==> config.mk <==
export PLATFORM = sky130hd
export DESIGN_NAME = rc_channel_frame_packer_core
export DESIGN_NICKNAME = d
export VERILOG_FILES = /design/src/rtl/core/rcfp_pkg.sv /design/src/rtl/core/rcfp_word.sv /design/src/rtl/core/rc_channel_frame_packer_core.sv
export SDC_FILE = /design/constraint.sdc
export NUM_CORES = 1
export LEC_CHECK = 0
export ABC_AREA = 0
export BUFFER_PORTS_ARGS = -buffer_cell sky130_fd_sc_hd__buf_4
export CORE_ASPECT_RATIO = 0.8
export CORE_MARGIN = 4
export CORE_UTILIZATION = 30
export DETAILED_ROUTE_END_ITERATION = 8
export PLACE_DENSITY = 0.45
export SETUP_SLACK_MARGIN = 0.02
export SYNTH_ARGS = -nofsm -noshare
export SYNTH_HDL_FRONTEND = slang
export SYNTH_HIERARCHICAL = 1
export SYNTH_SLANG_ARGS = --single-unit
==> constraint.sdc <==
create_clock -name clock -period 26.4 [get_ports clock]
set_clock_uncertainty 0.2 [all_clocks]
set_input_delay 6.6 -clock clock [delete_from_list [all_inputs] [get_ports clock]]
set_output_delay 6.6 -clock clock [all_outputs]
set_load 0.005 [all_outputs]
==> src/rtl/core/rcfp_pkg.sv <==
package rcfp_pkg;

   // Failsafe mode codes, shared by the global register and the per-channel field.
   localparam logic [1:0] FS_CUSTOM   = 2'd0;
   localparam logic [1:0] FS_HOLD     = 2'd1;
   localparam logic [1:0] FS_NO_PULSE = 2'd2;

   localparam int WORD_W = 11;

   localparam logic [WORD_W-1:0] WORD_MAX    = 11'd2047;
   localparam logic [WORD_W-1:0] WORD_FS_MAX = 11'd2046;
   localparam logic [WORD_W-1:0] WORD_FS_MIN = 11'd1;
   localparam logic [WORD_W-1:0] WORD_MIN    = 11'd0;

   // Scaling by 800/1000 is taken as 4/5; the divide by five uses this
   // reciprocal, 2^18 / 5 rounded up, exact for any dividend below 2^18.
   localparam logic [15:0] RECIP5       = 16'd52429;
   localparam int          RECIP5_SHIFT = 18;

   localparam logic signed [12:0] WORD_BIAS = 13'sd1024;

   typedef logic [WORD_W-1:0] word_type;

   // Payload of one input transfer, first field in the highest bits.
   typedef struct packed {
      logic [1:0]         channel_mode;
      logic signed [9:0]  center_offset;
      logic signed [11:0] channel_value;
   } item_type;

endpackage

==> src/rtl/core/rcfp_word.sv <==
module rcfp_word (
   input  rcfp_pkg::item_type item,
   input  logic               failsafe_frame,
   input  logic [1:0]         failsafe_mode,
   output rcfp_pkg::word_type word
);
   import rcfp_pkg::*;

   logic signed [12:0] sum;
   logic               neg;
   logic [12:0]        mag_full;
   logic [13:0]        mag_x4;
   logic [29:0]        prod;
   logic [11:0]        quot;
   logic signed [12:0] quot_s;
   logic signed [12:0] scaled;
   logic               hold;
   logic               no_pulse;

   // Value plus twice the centre offset, then its magnitude times four.
   assign sum      = {item.channel_value[11], item.channel_value}
                   + {{2{item.center_offset[9]}}, item.center_offset, 1'b0};
   assign neg      = sum[12];
   assign mag_full = neg ? 13'(-sum) : 13'(sum);
   assign mag_x4   = {mag_full[11:0], 2'b00};

   // Divide by five, truncating; the sign is restored afterwards so that
   // the result rounds toward zero.
   assign prod   = 30'(mag_x4) * 30'(RECIP5);
   assign quot   = prod[RECIP5_SHIFT +: 12];
   assign quot_s = neg ? -$signed({1'b0, quot}) : $signed({1'b0, quot});
   assign scaled = quot_s + WORD_BIAS;

   assign hold     = (failsafe_mode == FS_HOLD) || (item.channel_mode == FS_HOLD);
   assign no_pulse = (failsafe_mode == FS_NO_PULSE) || (item.channel_mode == FS_NO_PULSE);

   always_comb begin
      if (!failsafe_frame) begin
         if (scaled < 13'sd0) begin
            word = WORD_MIN;
         end else if (scaled > $signed({2'b00, WORD_MAX})) begin
            word = WORD_MAX;
         end else begin
            word = scaled[WORD_W-1:0];
         end
      end else if (hold) begin
         word = WORD_MAX;
      end else if (no_pulse) begin
         word = WORD_MIN;
      end else if (scaled < $signed({2'b00, WORD_FS_MIN})) begin
         word = WORD_FS_MIN;
      end else if (scaled > $signed({2'b00, WORD_FS_MAX})) begin
         word = WORD_FS_MAX;
      end else begin
         word = scaled[WORD_W-1:0];
      end
   end

endmodule

==> src/rtl/core/rc_channel_frame_packer_core.sv <==
// Radio channel frame packer.
//
// Each transfer on the req_ channel carries one channel: its value, its
// centre offset and its per-channel failsafe mode in req_tdata, and the
// failsafe-frame flag in req_tuser. The channel is scaled and clamped to an
// 11-bit word, which is packed least significant bit first into a byte
// stream on the rsp_ channel. rsp_tlast marks the last byte caused by a
// channel and rsp_tuser marks the final byte of a block of CHANNELS channels.
// The global failsafe mode is written through csr_wr_en/csr_wr_data.
//
// Each channel passes the input register and then the output byte register.
// A channel yields one or two bytes and the single byte lane sets the rate:
// a new channel is taken every cycle in which the output holds at most one
// byte that is being taken, so bytes of successive channels leave back to
// back while the receiver takes them; a block of 16 channels gives 22 bytes.
// An input register and the output byte register decouple the channels, so
// a stalled receiver holds one buffered channel and then drops req_tready.
// Reset clears the packing residue, the channel count and the failsafe mode.
module rc_channel_frame_packer_core #(
   parameter int CHANNELS = 16
) (
   input  logic                clock,
   input  logic                reset,
   // Input channel.
   input  logic                req_tvalid,
   output logic                req_tready,
   input  rcfp_pkg::item_type  req_tdata,  // channel_value[11:0], center_offset[21:12],
                                           // channel_mode[23:22]
   input  logic                req_tuser,  // failsafe_frame[0]
   // Result channel.
   output logic                rsp_tvalid,
   input  logic                rsp_tready,
   output logic [7:0]          rsp_tdata,  // data_byte[7:0]
   output logic                rsp_tlast,
   output logic                rsp_tuser,  // frame_end[0]
   // Configuration.
   input  logic                csr_wr_en,
   input  logic [1:0]          csr_wr_data
);
   import rcfp_pkg::*;

   localparam int IDX_W = $clog2(CHANNELS);

   // Input register.
   logic     in_valid_ff, in_valid_in;
   item_type in_item_ff;
   logic     in_fs_ff;

   // Configuration and packing state.
   logic [1:0]       mode_ff;
   logic [6:0]       res_bits_ff, res_bits_in;
   logic [2:0]       res_cnt_ff, res_cnt_in;
   logic [IDX_W-1:0] chan_idx_ff, chan_idx_in;

   // Output stage: up to two bytes of the current channel.
   logic [1:0] out_cnt_ff, out_cnt_in;
   logic [7:0] byte0_ff, byte0_in;
   logic [7:0] byte1_ff;
   logic       fend_ff;

   word_type   word;
   logic [17:0] acc;
   logic [4:0]  cnt;
   logic        two_bytes;
   logic        final_ch;
   logic        load;
   logic        req_xfer;
   logic        rsp_xfer;

   rcfp_word u_word (
      .item           (in_item_ff),
      .failsafe_frame (in_fs_ff),
      .failsafe_mode  (mode_ff),
      .word           (word)
   );

   assign rsp_xfer = rsp_tvalid && rsp_tready;

   // The buffered channel moves on once the output stage is empty or is
   // handing over its final byte in this cycle.
   assign load = in_valid_ff
              && ((out_cnt_ff == 2'd0) || ((out_cnt_ff == 2'd1) && rsp_tready));

   assign req_tready = !in_valid_ff || load;
   assign req_xfer   = req_tvalid && req_tready;

   // Append the new word above the residue and split off whole bytes.
   assign acc       = {11'b0, res_bits_ff} | (18'(word) << res_cnt_ff);
   assign cnt       = {2'b00, res_cnt_ff} + 5'd11;
   assign two_bytes = cnt[4];
   assign final_ch  = (chan_idx_ff == IDX_W'(CHANNELS - 1));

   always_comb begin
      in_valid_in = in_valid_ff;
      if (req_xfer) begin
         in_valid_in = 1'b1;
      end else if (load) begin
         in_valid_in = 1'b0;
      end
   end

   always_comb begin
      res_bits_in = res_bits_ff;
      res_cnt_in  = res_cnt_ff;
      chan_idx_in = chan_idx_ff;
      if (load) begin
         if (final_ch) begin
            // Leftover bits of a block that is not byte aligned are dropped.
            res_bits_in = 7'd0;
            res_cnt_in  = 3'd0;
            chan_idx_in = '0;
         end else begin
            res_bits_in = two_bytes ? {5'b0, acc[17:16]} : acc[14:8];
            res_cnt_in  = cnt[2:0];
            chan_idx_in = chan_idx_ff + IDX_W'(1);
         end
      end
   end

   always_comb begin
      out_cnt_in = out_cnt_ff;
      byte0_in   = byte0_ff;
      if (load) begin
         out_cnt_in = two_bytes ? 2'd2 : 2'd1;
         byte0_in   = acc[7:0];
      end else if (rsp_xfer) begin
         out_cnt_in = out_cnt_ff - 2'd1;
         byte0_in   = byte1_ff;
      end
   end

   always_ff @(posedge clock) begin
      if (reset) begin
         in_valid_ff <= 1'b0;
         mode_ff     <= FS_CUSTOM;
         res_bits_ff <= 7'd0;
         res_cnt_ff  <= 3'd0;
         chan_idx_ff <= '0;
         out_cnt_ff  <= 2'd0;
      end else begin
         in_valid_ff <= in_valid_in;
         res_bits_ff <= res_bits_in;
         res_cnt_ff  <= res_cnt_in;
         chan_idx_ff <= chan_idx_in;
         out_cnt_ff  <= out_cnt_in;
         if (csr_wr_en) begin
            mode_ff <= csr_wr_data;
         end
      end
   end

   always_ff @(posedge clock) begin
      if (req_xfer) begin
         in_item_ff <= req_tdata;
         in_fs_ff   <= req_tuser;
      end
      byte0_ff <= byte0_in;
      if (load) begin
         byte1_ff <= acc[15:8];
         fend_ff  <= final_ch;
      end
   end

   // The byte at the head is the channel's last when it is the only one left.
   assign rsp_tvalid = (out_cnt_ff != 2'd0);
   assign rsp_tdata  = byte0_ff;
   assign rsp_tlast  = (out_cnt_ff == 2'd1);
   assign rsp_tuser  = (out_cnt_ff == 2'd1) && fend_ff;

endmodule

==> flow_metrics.env <==
export IMPL_run_status="complete, no violations"
export IMPL_cpMaxStageDelayCell="sky130_fd_sc_hd__a21o_1"
export IMPL_largest_family_of_logic_cells_by_synthesized_area="adder cells"
export IMPL_wire_per_inst_um=15.2
export IMPL_achievable_frequency_mhz=71.2
export IMPL_fp_dieArea_um2=27100
export IMPL_yosys_area_share_xor_xnor_pct=4.15
export IMPL_setup_tns_ns=0
export IMPL_worstPathRequired_ns=19.60
export IMPL_antenna_violations_before_repair=0
export IMPL_finish_net_count=999
export IMPL_antenna_cells_inserted=0
export IMPL_cts_sink_count=61
export IMPL_number_of_enable_flip_flop_cells_after_synthesis=42
export IMPL_yosysUniqueCellTypes=93
export IMPL_cts_root_to_sink_buffers=2
export IMPL_worst_path_buf_inv=3
export IMPL_area_growth_pct=12.4
export IMPL_resized_gates_after_cts=0
export IMPL_totalWireLength_um=17500
export IMPL_worst_path_max_fanout=5
export IMPL_longest_individual_stage_delay_on_the_worst_path_ns=0.20
export IMPL_hold_buf_cts=0
export IMPL_synth_mux_area_share_pct=4.76
export IMPL_layout_min_cycle_time_ns=14.04
export IMPL_dpl_hpwl_um=14600
export IMPL_initial_cell_density_of_the_core_pct=31.0
export IMPL_post_route_cells_drive_above_1_share_pct=12.9
export IMPL_vias_in_the_first_global_route=5478
export IMPL_setup_violations=0
export IMPL_synth_top_cell_area_share_pct=17.1
export IMPL_critPathMostFrequentCell="sky130_fd_sc_hd__buf_4"
export IMPL_synth_seq_area_share_pct=22.3
export IMPL_mappedNetlistArea_um2=7360
export IMPL_synth_area_top_cells="sky130_fd_sc_hd__edfxtp_1, sky130_fd_sc_hd__ha_1, sky130_fd_sc_hd__fa_1"
export IMPL_min_path_type="flop to flop"
export IMPL_netlist_instances=792
export IMPL_buffer_ports_inserted=43
export IMPL_cp_start_kind="input port"
export IMPL_synth_compound_area_share_pct=20.1
export IMPL_row_count=50
export IMPL_synthesized_net_count=962
export IMPL_die_width_um=183
export IMPL_worstPathArrival_ns=7.24
export IMPL_synthSimpleGateAreaFrac_pct=12.7
export IMPL_core_area_um2=23800
export IMPL_grt_start_max_net_pins=26
export IMPL_syn_mean_instance_area_um2=9.29
export IMPL_tritoncts_clock_tree="done"
export IMPL_timing_slew_headroom_pct=39.4
export IMPL_synthAdderAreaFrac_pct=27.8
export IMPL_fill_cells=2452
export IMPL_drc_violation_count_after_routing=0
export IMPL_clock_tree_htree_level_count=3
export IMPL_worstPathCellList="buf_4 > a21o_1 > inv_1 > nand2_1 > buf_4"
export IMPL_vias_post_dr=5657
export IMPL_dieHeight_um=148
export IMPL_timing_critical_path_max_delay_family="buffers and inverters"
export IMPL_yosysWarningCount=6
export IMPL_drt_antenna_violating_nets=0
export IMPL_netlist_top_cell_by_area="sky130_fd_sc_hd__edfxtp_1"
export IMPL_drt_iter0_drc=272
export IMPL_final_max_slew_violation_count=0
export IMPL_final_hold_viols=0
export IMPL_ios=44
export IMPL_number_of_synthesized_register_bits=61
export IMPL_via_per_inst=4.94
export IMPL_cts_post_setup_buffers_inserted=0
export IMPL_timing_max_cap_violations=0
export IMPL_routabilityCongestion=0.783
export IMPL_grt_util_all_layers_pct=13.1
export IMPL_clkLatencyLatePin_ns=0.33
export IMPL_dominantRegCellSynth="sky130_fd_sc_hd__edfxtp_1"
export IMPL_endpoint_kind="primary output"
export IMPL_globalRouteOverflowTotal=0
export IMPL_async_reset_ff_share_pct=0
export IMPL_unrepaired_setup_endpoints_after_global_routing="false"
export IMPL_worst_margin_pin_slew_ns=0.894
export IMPL_critPathKind="input port to primary output"
export IMPL_clkSlewWorstSetupHoldPaths_ns=0.06
export IMPL_cts_root_buffer_cell="sky130_fd_sc_hd__clkbuf_16"
export IMPL_clock_buffer_count_from_cts=9
export IMPL_period_utilisation_layout_pct=53.2
export IMPL_grt_pass1_wl_um=29000
export IMPL_first_pass_iters=5
flip-flops by register name, indices dropped and copies added (netlist names), 2 cells and up:
| register | flops |
|---|---|
| rsp_tdata | 8 |
| res_cnt_ff | 3 |
| in_item_ff | 24 |
| out_cnt_ff | 2 |
| mode_ff | 2 |
| byte1_ff | 8 |
| res_bits_ff | 7 |
| chan_idx_ff | 4 |
cell type report:
type | instances | area, um^2 | share of cell area, %
clock inverter | 7 | 80.1 | 0.968
sequential | 61 | 1640 | 19.8
tap | 312 | 390 | 4.72
timing repair buffer | 45 | 338 | 4.08
multi-input combinational | 585 | 5120 | 61.9
clock buffer | 9 | 225 | 2.72
inverter | 127 | 477 | 5.76
logic make-up after synthesis:
family,count (synthesis)
AOI/OAI and AO/OA,198
and+or+nand+nor,189
buffers and inverters,146
adders and majority gates,138
DFF,61
xor gates and xnor gates,34
muxes,26
cell usage after synthesis (all sizes together), types with 5 or more instances:
cell and instances:
xnor2 24, a21o 8, ha 95, edfxtp 42, nor2 46, or3 10
mux2i 11, nand2 64, a221oi 5, xor2 10, a21oi 62, clkbuf 13
a31oi 7, nand4 8, inv 127, fa 43, o21a 5, buf 6
mux2 10, and2 12, nor3 19, a211oi 6, o21ai 32, nand2b 5
a22o 5, nand3 10, mux4 5, dfxtp 19, o211ai 7
placed cells by master, fill, tap and decap left out, types with 9 or more instances in the layout:
cell / instances
sky130_fd_sc_hd__inv_1: 127
sky130_fd_sc_hd__ha_1: 95
sky130_fd_sc_hd__nand2_1: 64
sky130_fd_sc_hd__a21oi_1: 54
sky130_fd_sc_hd__nor2_1: 45
sky130_fd_sc_hd__buf_4: 45
sky130_fd_sc_hd__fa_1: 43
sky130_fd_sc_hd__edfxtp_1: 42
sky130_fd_sc_hd__o21ai_0: 23
sky130_fd_sc_hd__xnor2_1: 23
sky130_fd_sc_hd__dfxtp_1: 19
sky130_fd_sc_hd__nor3_1: 18
sky130_fd_sc_hd__and2_1: 12
sky130_fd_sc_hd__mux2i_1: 11
sky130_fd_sc_hd__xor2_1: 10
sky130_fd_sc_hd__nand3_1: 9
sky130_fd_sc_hd__or3_1: 9
sky130_fd_sc_hd__clkbuf_16: 9
stage by stage:
step | utilization (%) | cell area (um^2) | cells | worst slack, ns | hold WS [ns]
2_1_floorplan | - | 7360 | 792 | 12.69 | 0.250
3_3_place_gp | 33.5 | 7970 | 1130 | 12.38 | 0.265
3_5_place_dp | 33.5 | 7970 | 1130 | 12.36 | 0.264
4_1_cts | 34.8 | 8280 | 1146 | 12.36 | 0.282
5_1_grt | 34.8 | 8280 | 1146 | 12.31 | 0.300
6_report | 34.8 | 8280 | 1146 | 12.36 | 0.281
final timing paths:
path	startpoint	to	slack (ns)	depth (start not counted)
setup / recovery	rsp_tready	req_tready	12.36	5
setup reg to reg	in_item_ff[2]	rsp_tdata[5]	14.41	37
hold / removal	res_bits_ff[5]	res_bits_ff[5]	0.28	1
hold reg to reg	res_bits_ff[5]	res_bits_ff[5]	0.28	1
per-layer routing:
| metal | wire length (um) | vias up | track usage, % |
|---|---|---|---|
| met5 | 0 | - | 0 |
| met4 | 78 | 0 | 1.75 |
| met3 | 670 | 6 | 2.54 |
| met2 | 7030 | 105 | 18.6 |
| met1 | 9670 | 2645 | 20.9 |
| li1 | - | 2901 | - |
Power is left out: the tool's default activity adds up to more than one toggle a clock period on the data nets, which glitch-free logic cannot reach.
